## config.mk

```make
export PLATFORM = sky130hd
export DESIGN_NAME = resistor_ladder_key_debouncer_top_flat
export DESIGN_NICKNAME = d
export VERILOG_FILES = /design/src/sv/rlkd_pkg.sv /design/src/sv/rlkd_req_if.sv /design/src/sv/rlkd_rsp_if.sv /design/src/sv/resistor_ladder_key_debouncer_top.sv /design/src/sv/rlkd_in_stage.sv /design/src/sv/rlkd_history.sv /design/src/sv/rlkd_out_stage.sv /design/src/flat_wrapper.sv
export SDC_FILE = /design/constraint.sdc
export NUM_CORES = 1
export LEC_CHECK = 0
export ABC_AREA = 1
export ABC_CLOCK_PERIOD_IN_PS = 3200
export BUFFER_PORTS_ARGS = -buffer_cell sky130_fd_sc_hd__buf_2
export CAP_MARGIN = 20
export CORE_MARGIN = 2
export CORE_UTILIZATION = 55
export CTS_BUF_LIST = sky130_fd_sc_hd__clkbuf_16
export DETAILED_ROUTE_END_ITERATION = 10
export GPL_ROUTABILITY_DRIVEN = 0
export MAX_ROUTING_LAYER = met4
export PLACE_DENSITY = 0.75
export SETUP_SLACK_MARGIN = 0.4
export SYNTH_ARGS = -nofsm -noshare
export SYNTH_HDL_FRONTEND = slang
export SYNTH_SLANG_ARGS = --single-unit
```

## constraint.sdc

```tcl
create_clock -name clock -period 3.2 [get_ports clock]
set_input_delay 0.48 -clock clock [delete_from_list [all_inputs] [get_ports clock]]
set_output_delay 0.48 -clock clock [all_outputs]
set_load 0.05 [all_outputs]
```

## src/sv/rlkd_pkg.sv

```systemverilog
// ----------------------------------------------------------------------------
// rlkd_pkg
// Shared types, widths and the key threshold table for the ladder keypad
// debouncer.
// ----------------------------------------------------------------------------
package rlkd_pkg;

   localparam int RAW_WIDTH    = 16;
   localparam int COARSE_SHIFT = 4;
   localparam int COARSE_WIDTH = RAW_WIDTH - COARSE_SHIFT;
   localparam int KEY_WIDTH    = 4;
   localparam int NUM_BOUNDS   = 11;

   localparam logic [RAW_WIDTH-1:0] MIN_LEVEL_RESET = 16'd16;
   localparam logic [KEY_WIDTH-1:0] KEY_LAST        = 4'd11;

   localparam logic [COARSE_WIDTH-1:0] KEY_BOUNDS [0:NUM_BOUNDS-1] = '{
      12'd4, 12'd8, 12'd12, 12'd14, 12'd18, 12'd21,
      12'd23, 12'd27, 12'd31, 12'd35, 12'd38
   };

   typedef struct packed {
      logic                 valid;
      logic [RAW_WIDTH-1:0] raw_sample;
   } stage_type;

   function automatic logic [KEY_WIDTH-1:0] quantize_key(input logic [COARSE_WIDTH-1:0] coarse);
      logic [KEY_WIDTH-1:0] key;
      key = KEY_LAST;
      for (int k = NUM_BOUNDS - 1; k >= 0; k--) begin
         if (coarse < KEY_BOUNDS[k]) begin
            key = KEY_WIDTH'(k);
         end
      end
      return key;
   endfunction

endpackage

```

## src/sv/rlkd_req_if.sv

```systemverilog
// ----------------------------------------------------------------------------
// rlkd_req_if
// Request channel: one raw converter reading per word.
// ----------------------------------------------------------------------------
interface rlkd_req_if import rlkd_pkg::*; ();

   logic                 valid;
   logic                 ready;
   logic [RAW_WIDTH-1:0] raw_sample;

   modport source (output valid, output raw_sample, input ready);
   modport sink   (input valid, input raw_sample, output ready);

endinterface

```

## src/sv/rlkd_rsp_if.sv

```systemverilog
// ----------------------------------------------------------------------------
// rlkd_rsp_if
// Response channel: stable flag, previous flag and key number per word.
// ----------------------------------------------------------------------------
interface rlkd_rsp_if import rlkd_pkg::*; ();

   logic                 valid;
   logic                 ready;
   logic                 stable;
   logic                 was_stable;
   logic [KEY_WIDTH-1:0] key_number;

   modport source (output valid, output stable, output was_stable, output key_number,
                   input ready);
   modport sink   (input valid, input stable, input was_stable, input key_number,
                   output ready);

endinterface

```

## src/sv/resistor_ladder_key_debouncer_top.sv

```systemverilog
// ----------------------------------------------------------------------------
// resistor_ladder_key_debouncer_top
// Debounces and quantises resistor ladder keypad readings.
//
// Each request word carries one raw converter reading. A reading below the
// min level register drops the block to unstable and is not stored; any
// other reading is cut to its upper 12 bits and pushed into a line of the
// last HISTORY_DEPTH coarse samples. When the whole line agrees the block is
// stable and the key number (0 to 11) is taken from a fixed threshold table;
// otherwise the last key is held. Every request word gives one response
// word: stable, was_stable and key_number.
// A request word passes through the input register and then the response
// register; one word is taken every cycle while the receiver does not stall.
// When the receiver stalls, the response register and then the input register
// hold; the request side stalls once both are full. Reset clears the sample
// line to zeros, the flag and key to zero and sets min level to 16. Write min
// level only while the block is idle.
// ----------------------------------------------------------------------------
module resistor_ladder_key_debouncer_top import rlkd_pkg::*; #(
   parameter int HISTORY_DEPTH = 4
) (
   input  logic                 clock,
   input  logic                 reset,
   rlkd_req_if.sink             req_if,
   rlkd_rsp_if.source           rsp_if,
   input  logic                 csr_wr_en,
   input  logic [RAW_WIDTH-1:0] csr_wr_data
);

   logic [RAW_WIDTH-1:0]    min_level_ff;
   stage_type               stage;
   logic                    advance;
   logic                    shift_en;
   logic [COARSE_WIDTH-1:0] coarse;
   logic                    all_equal;

   always_ff @(posedge clock) begin
      if (reset) begin
         min_level_ff <= MIN_LEVEL_RESET;
      end else if (csr_wr_en) begin
         min_level_ff <= csr_wr_data;
      end
   end

   rlkd_in_stage u_in_stage (
      .clock   (clock),
      .reset   (reset),
      .req_if  (req_if),
      .advance (advance),
      .stage   (stage)
   );

   rlkd_history #(
      .HISTORY_DEPTH (HISTORY_DEPTH)
   ) u_history (
      .clock     (clock),
      .reset     (reset),
      .shift_en  (shift_en),
      .coarse    (coarse),
      .all_equal (all_equal)
   );

   rlkd_out_stage u_out_stage (
      .clock     (clock),
      .reset     (reset),
      .stage     (stage),
      .min_level (min_level_ff),
      .all_equal (all_equal),
      .advance   (advance),
      .shift_en  (shift_en),
      .coarse    (coarse),
      .rsp_if    (rsp_if)
   );

endmodule

```

## src/sv/rlkd_in_stage.sv

```systemverilog
// ----------------------------------------------------------------------------
// rlkd_in_stage
// Input register: captures one request word and holds it until the
// response stage takes it.
// ----------------------------------------------------------------------------
module rlkd_in_stage import rlkd_pkg::*; (
   input  logic      clock,
   input  logic      reset,
   rlkd_req_if.sink  req_if,
   input  logic      advance,
   output stage_type stage
);

   logic                 valid_ff;
   logic                 valid_in;
   logic [RAW_WIDTH-1:0] raw_ff;

   assign req_if.ready = !valid_ff || advance;
   assign valid_in     = req_if.ready ? req_if.valid : valid_ff;

   always_ff @(posedge clock) begin
      if (reset) begin
         valid_ff <= 1'b0;
      end else begin
         valid_ff <= valid_in;
      end
   end

   // hold the word until it moves on
   always_ff @(posedge clock) begin
      if (req_if.valid && req_if.ready) begin
         raw_ff <= req_if.raw_sample;
      end
   end

   assign stage.valid      = valid_ff;
   assign stage.raw_sample = raw_ff;

endmodule

```

## src/sv/rlkd_history.sv

```systemverilog
// ----------------------------------------------------------------------------
// rlkd_history
// Line of the last coarse samples and the all-equal compare against the
// incoming sample.
// ----------------------------------------------------------------------------
module rlkd_history import rlkd_pkg::*; #(
   parameter int HISTORY_DEPTH = 4
) (
   input  logic                    clock,
   input  logic                    reset,
   input  logic                    shift_en,
   input  logic [COARSE_WIDTH-1:0] coarse,
   output logic                    all_equal
);

   logic [COARSE_WIDTH-1:0] hist_ff [HISTORY_DEPTH];

   // the oldest entry drops out, so only the newer ones need to match
   always_comb begin
      all_equal = 1'b1;
      for (int i = 0; i < HISTORY_DEPTH - 1; i++) begin
         if (hist_ff[i] != coarse) begin
            all_equal = 1'b0;
         end
      end
   end

   always_ff @(posedge clock) begin
      if (reset) begin
         for (int i = 0; i < HISTORY_DEPTH; i++) begin
            hist_ff[i] <= '0;
         end
      end else if (shift_en) begin
         hist_ff[0] <= coarse;
         for (int i = 1; i < HISTORY_DEPTH; i++) begin
            hist_ff[i] <= hist_ff[i-1];
         end
      end
   end

endmodule

```

## src/sv/rlkd_out_stage.sv

```systemverilog
// ----------------------------------------------------------------------------
// rlkd_out_stage
// Level check, key quantiser, stable and key state, and the response
// register.
// ----------------------------------------------------------------------------
module rlkd_out_stage import rlkd_pkg::*; (
   input  logic                    clock,
   input  logic                    reset,
   input  stage_type               stage,
   input  logic [RAW_WIDTH-1:0]    min_level,
   input  logic                    all_equal,
   output logic                    advance,
   output logic                    shift_en,
   output logic [COARSE_WIDTH-1:0] coarse,
   rlkd_rsp_if.source              rsp_if
);

   logic                 fire;
   logic                 level_ok;
   logic                 stable_in;
   logic [KEY_WIDTH-1:0] held_key_in;
   logic                 stable_ff;
   logic [KEY_WIDTH-1:0] held_key_ff;
   logic                 rsp_valid_ff;
   logic                 rsp_stable_ff;
   logic                 rsp_was_stable_ff;
   logic [KEY_WIDTH-1:0] rsp_key_ff;

   assign advance   = !rsp_valid_ff || rsp_if.ready;
   assign fire      = stage.valid && advance;
   assign level_ok  = stage.raw_sample >= min_level;
   assign coarse    = stage.raw_sample[RAW_WIDTH-1:COARSE_SHIFT];
   assign shift_en  = fire && level_ok;
   assign stable_in = level_ok && all_equal;
   assign held_key_in = stable_in ? quantize_key(coarse) : held_key_ff;

   always_ff @(posedge clock) begin
      if (reset) begin
         stable_ff    <= 1'b0;
         held_key_ff  <= '0;
         rsp_valid_ff <= 1'b0;
      end else begin
         if (fire) begin
            stable_ff   <= stable_in;
            held_key_ff <= held_key_in;
         end
         if (advance) begin
            rsp_valid_ff <= stage.valid;
         end
      end
   end

   always_ff @(posedge clock) begin
      if (fire) begin
         rsp_stable_ff     <= stable_in;
         rsp_was_stable_ff <= stable_ff;
         rsp_key_ff        <= held_key_in;
      end
   end

   assign rsp_if.valid      = rsp_valid_ff;
   assign rsp_if.stable     = rsp_stable_ff;
   assign rsp_if.was_stable = rsp_was_stable_ff;
   assign rsp_if.key_number = rsp_key_ff;

   a_low_level_unstable: assert property (@(posedge clock) disable iff (reset)
      fire && !level_ok |=> !stable_ff)
      else $error("sample below min level left the state stable");

   a_was_stable_tracks: assert property (@(posedge clock) disable iff (reset)
      fire |=> rsp_was_stable_ff == $past(stable_ff))
      else $error("was_stable does not match the previous flag");

   a_key_held: assert property (@(posedge clock) disable iff (reset)
      fire && !stable_in |=> held_key_ff == $past(held_key_ff))
      else $error("key changed while unstable");

   a_key_range: assert property (@(posedge clock) disable iff (reset)
      held_key_ff <= KEY_LAST)
      else $error("key number out of range");

endmodule
```

## src/flat_wrapper.sv

```systemverilog
// flat-port wrapper written by rule: the top's interface ports become plain ports
module resistor_ladder_key_debouncer_top_flat import rlkd_pkg::*;
#(
   parameter int HISTORY_DEPTH = 4
)
  (clock, reset, csr_wr_en, csr_wr_data, req_if_valid, req_if_raw_sample, req_if_ready, rsp_if_valid, rsp_if_stable, rsp_if_was_stable, rsp_if_key_number, rsp_if_ready);
  rlkd_req_if req_if_i ();
  rlkd_rsp_if rsp_if_i ();
  input  logic clock;
  input  logic reset;
  input  logic csr_wr_en;
  input  logic [RAW_WIDTH-1:0] csr_wr_data;
  input wire logic [$bits(req_if_i.valid)-1:0] req_if_valid;
  input wire logic [$bits(req_if_i.raw_sample)-1:0] req_if_raw_sample;
  output wire logic [$bits(req_if_i.ready)-1:0] req_if_ready;
  output wire logic [$bits(rsp_if_i.valid)-1:0] rsp_if_valid;
  output wire logic [$bits(rsp_if_i.stable)-1:0] rsp_if_stable;
  output wire logic [$bits(rsp_if_i.was_stable)-1:0] rsp_if_was_stable;
  output wire logic [$bits(rsp_if_i.key_number)-1:0] rsp_if_key_number;
  input wire logic [$bits(rsp_if_i.ready)-1:0] rsp_if_ready;
  assign req_if_i.valid = req_if_valid;
  assign req_if_i.raw_sample = req_if_raw_sample;
  assign req_if_ready = req_if_i.ready;
  assign rsp_if_valid = rsp_if_i.valid;
  assign rsp_if_stable = rsp_if_i.stable;
  assign rsp_if_was_stable = rsp_if_i.was_stable;
  assign rsp_if_key_number = rsp_if_i.key_number;
  assign rsp_if_i.ready = rsp_if_ready;
  resistor_ladder_key_debouncer_top #(.HISTORY_DEPTH(HISTORY_DEPTH)) u_core (.clock(clock), .reset(reset), .req_if(req_if_i), .rsp_if(rsp_if_i), .csr_wr_en(csr_wr_en), .csr_wr_data(csr_wr_data));
endmodule
```

# Word level (Yosys, flattened, before mapping)
# Memories as Yosys holds them, arrays and structs flattened.
# Cells that the tools add are included.
dict set report word_totals {
  reg_bits 45
  in_bits 37
  mem_bits_rw 48
  memories 1
  wordCells 61
  romBits 0
  output_inout_bits 8
  latchBits 0
}
dict set report classes {
  n_eq_ne 3
  magnitude_cmp 12
  div_mod_pow 0
  reduce_logical 8
  multipliers 0
  bitwise_logic 4
  shift 0
  n_addsub 0
  n_mux 24
}
# name words width read_ports rd_clocked_by_memory_dff write_ports line
set mem_list {}
lappend mem_list {u_core.u_history.hist_ff 4 12 3 0 4 rlkd_history.sv:16} ;# logic [COARSE_WIDTH-1:0] hist_ff [HISTORY_DEPTH];
# operator count
set ops {}
lappend ops {{12-bit by 5-bit < comparator with 1-bit output, second input constant} 5}
lappend ops {{12-bit 2-to-1 mux} 4}
lappend ops {{4-bit 2-to-1 mux} 11}
lappend ops {{12-bit by 4-bit < comparator with 1-bit output, second input constant} 3}
lappend ops {{12-bit inequality test} 3}
lappend ops {{12-bit by 6-bit < comparator with 1-bit output, second input constant} 2}
lappend ops {{16-bit greater-or-equal comparator} 1}
lappend ops {{12-bit by 3-bit < comparator with 1-bit output, second input constant} 1}
lappend ops {{1-bit 2-to-1 mux} 9}
lappend ops {{1-bit logical AND} 4}
lappend ops {{1-bit OR} 4}
lappend ops {{1-bit zero test} 2}
lappend ops {{1-bit logical OR} 2}

# Longest topological paths before layout
dict set report logic_depth {
  word_depth 13
  ltp_mapped 15
  mapped_depth_nobuf 15
}

# By module
# A second synthesis with hierarchy kept.
dict set report hier_totals {
  cells_unflattened 519
  area_unflattened_um2 4244.1
}
# module n_inst cells_each seq_area_each_um2 area_per_inst_um2
set by_module_without_submodules {}
lappend by_module_without_submodules {rlkd_history 1 219 1081.0 1836.8}
lappend by_module_without_submodules {rlkd_out_stage 1 177 300.3 1203.7}
lappend by_module_without_submodules {resistor_ladder_key_debouncer_top 1 100 320.3 668.1}
lappend by_module_without_submodules {rlkd_in_stage 1 23 500.5 535.5}

# Worst setup path after synthesis
# Ideal clock, no wire load.
dict set report synth_path {
  path_kind {reg2reg}
  start {register u_core.u_in_stage.raw_ff[11]}
  end {memory u_core.u_history.hist_ff[0][0] (netlist name), enable pin}
  slack_ps 584
  t_arrival_ps 2222
  period_less_slack_ps 2616
  t_required_ps 2806
  path_buffers 0
  path_stages_with_launch 8
  setup_ps 394
  path_cell_list {edfxtp_1 ha_1 nand4_1 nor3_1 nand3_1 nand3_2 nand2_1 nand2_1}
}
# item line
set synth_rtl {}
lappend synth_rtl {{start, declared} rlkd_in_stage.sv:16} ;# logic [RAW_WIDTH-1:0] raw_ff;
lappend synth_rtl {{start signal, assigned} rlkd_in_stage.sv:32} ;# raw_ff <= req_if.raw_sample;
lappend synth_rtl {{end, declared} rlkd_history.sv:16}

==> metrics.txt <==
die width roughly 92 um; CTS HTree Levels 3; status finished, final reports clean; PD cells 538 mW/mm2; Static Leakage about 2.0 nW; fmax 397 MHz; r2r setup slk just under 0.7 ns; Final Max Slew Viols 0; share of cells above drive strength 1 15.2%; DR pass1 iterations 5; Clock Skew ~0.0060 ns; worst hold path endpoint u_core.u_in_stage.raw_ff[0]; DRC Markers 0; Yosys warning total 0; Worst Path Arrival 2.53 ns; Synth Area in Adders around 4.7%; most frequent cells in the layout nand2_1 (91), nor2_1 (71), inv_1 (59), edfxtp_1 (58), buf_2 (44); normalized max-slew margin 53.7%; multiplexer share of the synthesized area 0%; Mapped Area approximately 0.0042 mm2; DR WL/cell roughly 14 um; Period minus WS final ~2.5 ns; Hold Crit Depth 1; CTS Hold Bufs 0; # Max-Cap Violations 0; met1 usage about 29%; Starting Density 55.8%; sequential-to-total area share from yosys stat slightly above 50%; flops & latches, synth 81; unrepaired setup endpoints after global routing no; main combinational cell family by area after synthesis simple AND/OR/NAND/NOR gates; Most Frequent Cell on Critical Path nand2_1; die area between 0.008 and 0.009 mm2; HP Class input pin to flip-flop; Cell Chain, Critical Path ha_1 -> nand4_1 -> nor3_1 -> nand3_1 -> nand3_2 -> nand2_1 -> nand2_1 -> buf_6; WP buf/inv 1; First DRT Iteration DRCs roughly 220; first-pass GRT wire length ~15,000 um; die height ~92 um; number of global-route vias before repair ~3,100; aggregate routed wire length around 8600 um; Antenna Nets Post-Route 0; kind of critical path flip-flop to flip-flop; Req. time, crit path about 3.2 ns; Clock Tree Root clkbuf_16; Critical Path End Type flip-flop; CP max stage cell edfxtp_1; Worst path top cell family by delay simple AND/OR/NAND/NOR gates; Sink Count 81; final layout net count ~570; R2R Path End u_core.u_history.hist_ff[0][2]; cell area after layout 0.00481 mm2; initial antenna violation count 0; Post-CTS Setup Inserts 0; Setup crit start kind flip-flop; Synth Area in Simple Gates between 20% and 30%; Ant. Diodes 0; xor and xnor fraction of the mapped netlist area between 5 and 6%; area grow syn2layout 13.2%; num ports 45; core box area around 0.0076 mm2; complex-gate fraction of the synthesized area around 8.7%; TNS Setup 0 ns; CTS tree done; met2 Resource Use GR about a third; met3 Resource Use GR 5.26%; Mean Syn Cell Area 8.87 um2; Filler Cell Count between 600 and 700; worst min-delay path startpoint req_if_raw_sample[0]; worst-case reg-to-reg path depth 8; Synth cell types 32; Syn Nets around 530; Syn Inst Count about 480; cts repair resizes 0; Synth top area share just over 40%; Rows 32; via/cell ratio 5.13; largest net degree at the start of global routing 37; most common cell after layout, fill and taps aside nand2_1; Num CTS Buffers 9; Synth area leader edfxtp_1; CTS clk-pin slew, worst paths 0.06 ns; non-filler cells in the finished layout between 600 and 700; placed insts approximately 610; Worst Max-Slew Pin Slew between 0.6 and 0.7 ns; GRT overflow 0; clock latency on the worst-skew pair 0.34 ns; VDD IR max 0.000431 V; Tcrit/Tclk final 78.8%; Fin. Hold Viols 0; setup violators final 0; dpl cell area between 0.004 and 0.005 mm2; crit path max fanout 36; Area contributors post-synth edfxtp_1 (41%), dfxtp_1 (11%), nand2_1 (8.0%); GRT Util Overall between 20% and 30%; GRT Max-Usage Layer met2; CTS Buffer Depth 2; Slowest Stage Delay on Critical Path 0.59 ns; launching point of the worst reg2reg path u_core.u_in_stage.raw_ff[8]; DP Wirelength approximately 6200 um; PortBufs 44; DR vias 3,218
[cell usage after synthesis]
| cell type | number |
|---|---|
| buf_2 | 5 |
| nand3_2 | 4 |
| xnor2_2 | 1 |
| xnor2_1 | 22 |
| o31ai_1 | 2 |
| a21oi_1 | 32 |
| ha_1 | 16 |
| nor3_1 | 3 |
| o211ai_1 | 1 |
| nand2b_1 | 1 |
| o21ai_0 | 32 |
| nor2_4 | 1 |
| inv_1 | 59 |
| clkbuf_1 | 4 |
| buf_6 | 6 |
| xor2_1 | 3 |
| dfxtp_1 | 23 |
| inv_2 | 6 |
| nor2_8 | 1 |
| o21a_1 | 2 |
| nand4_1 | 8 |
| o21ai_1 | 1 |
| and2_1 | 1 |
| buf_1 | 1 |
| nand2_4 | 1 |
| nand3_1 | 17 |
| nor2_1 | 71 |
| nor2_2 | 3 |
| nand2_1 | 91 |
| a31oi_1 | 1 |
| nand2_2 | 2 |
| edfxtp_1 | 58 |
[flip-flops by register name, summed over array words and instances (netlist names)]
name,flops
u_core.u_history.hist_ff,36
u_core.min_level_ff,16
u_core.u_in_stage.raw_ff,16
u_core.u_out_stage.held_key_ff,4
u_core.u_out_stage.rsp_if.key_number,4
u_core.u_in_stage.valid_ff,1
u_core.u_out_stage.rsp_if.stable,1
u_core.u_out_stage.rsp_if.valid,1
u_core.u_out_stage.rsp_if.was_stable,1
u_core.u_out_stage.stable_ff,1
[per-layer routing]
layer | part of all wire [%] | up-vias
met5 | 0 | -
met4 | 2.7 | 0
met3 | 4.2 | 21
met2 | 46 | 83
met1 | 47 | 1470
li1 | - | 1644
[layout make-up]
| type | count | area [um2] | share of cell area (%) |
|---|---|---|---|
| Clock buffer | 9 | 225 | 4.69 |
| Clock inverter | 7 | 78.8 | 1.64 |
| Inverter | 65 | 244 | 5.08 |
| Multi-Input combinational cell | 317 | 1690 | 35.1 |
| Sequential cell | 81 | 2200 | 45.8 |
| Tap cell | 102 | 128 | 2.66 |
| Timing Repair Buffer | 46 | 239 | 4.97 |
[through the flow]
stage,utilization (%),setup slack [ns],power [mW],hold WS [ns]
after floorplan,-,0.584,1.48,0.409
after global placement,59.1,0.629,1.55,0.417
after detailed placement,59.1,0.606,1.56,0.420
after CTS,63.1,0.554,2.60,0.307
after global routing,63.2,0.454,2.69,0.304
final,63.2,0.678,2.59,0.313
[where the power goes]
group | leakage, nW | internal (mW) | switching [mW]
registers | 0.781 | 1.19 | 0.0552
logic | 1.10 | 0.109 | 0.183
clock network | 0.146 | 0.612 | 0.433
total | 2.03 | 1.91 | 0.671
[kinds of logic after synthesis]
| kind of cell | count (synthesis) |
|---|---|
| fa+ha+maj | 16 |
| buf+inv | 81 |
| flops | 81 |
| simple gates | 204 |
| xor+xnor | 26 |
| compound gates | 71 |
[worst max path at each step]
stage                                       from                               to  slack (ns)  depth (start not counted)
CTS                 u_core.u_in_stage.raw_ff[14]   u_core.u_history.hist_ff[0][6]        0.55                          8
global route         u_core.u_in_stage.raw_ff[8]   u_core.u_history.hist_ff[0][9]        0.45                          8
detailed placement   u_core.u_in_stage.raw_ff[8]   u_core.u_history.hist_ff[0][9]        0.61                          8
floorplan           u_core.u_in_stage.raw_ff[11]   u_core.u_history.hist_ff[0][0]        0.58                          7
finish               u_core.u_in_stage.raw_ff[8]   u_core.u_history.hist_ff[0][2]        0.68                          8
global placement     u_core.u_in_stage.raw_ff[8]  u_core.u_history.hist_ff[0][33]        0.63                          8
Note: power is estimated with default switching activity, not from simulation.
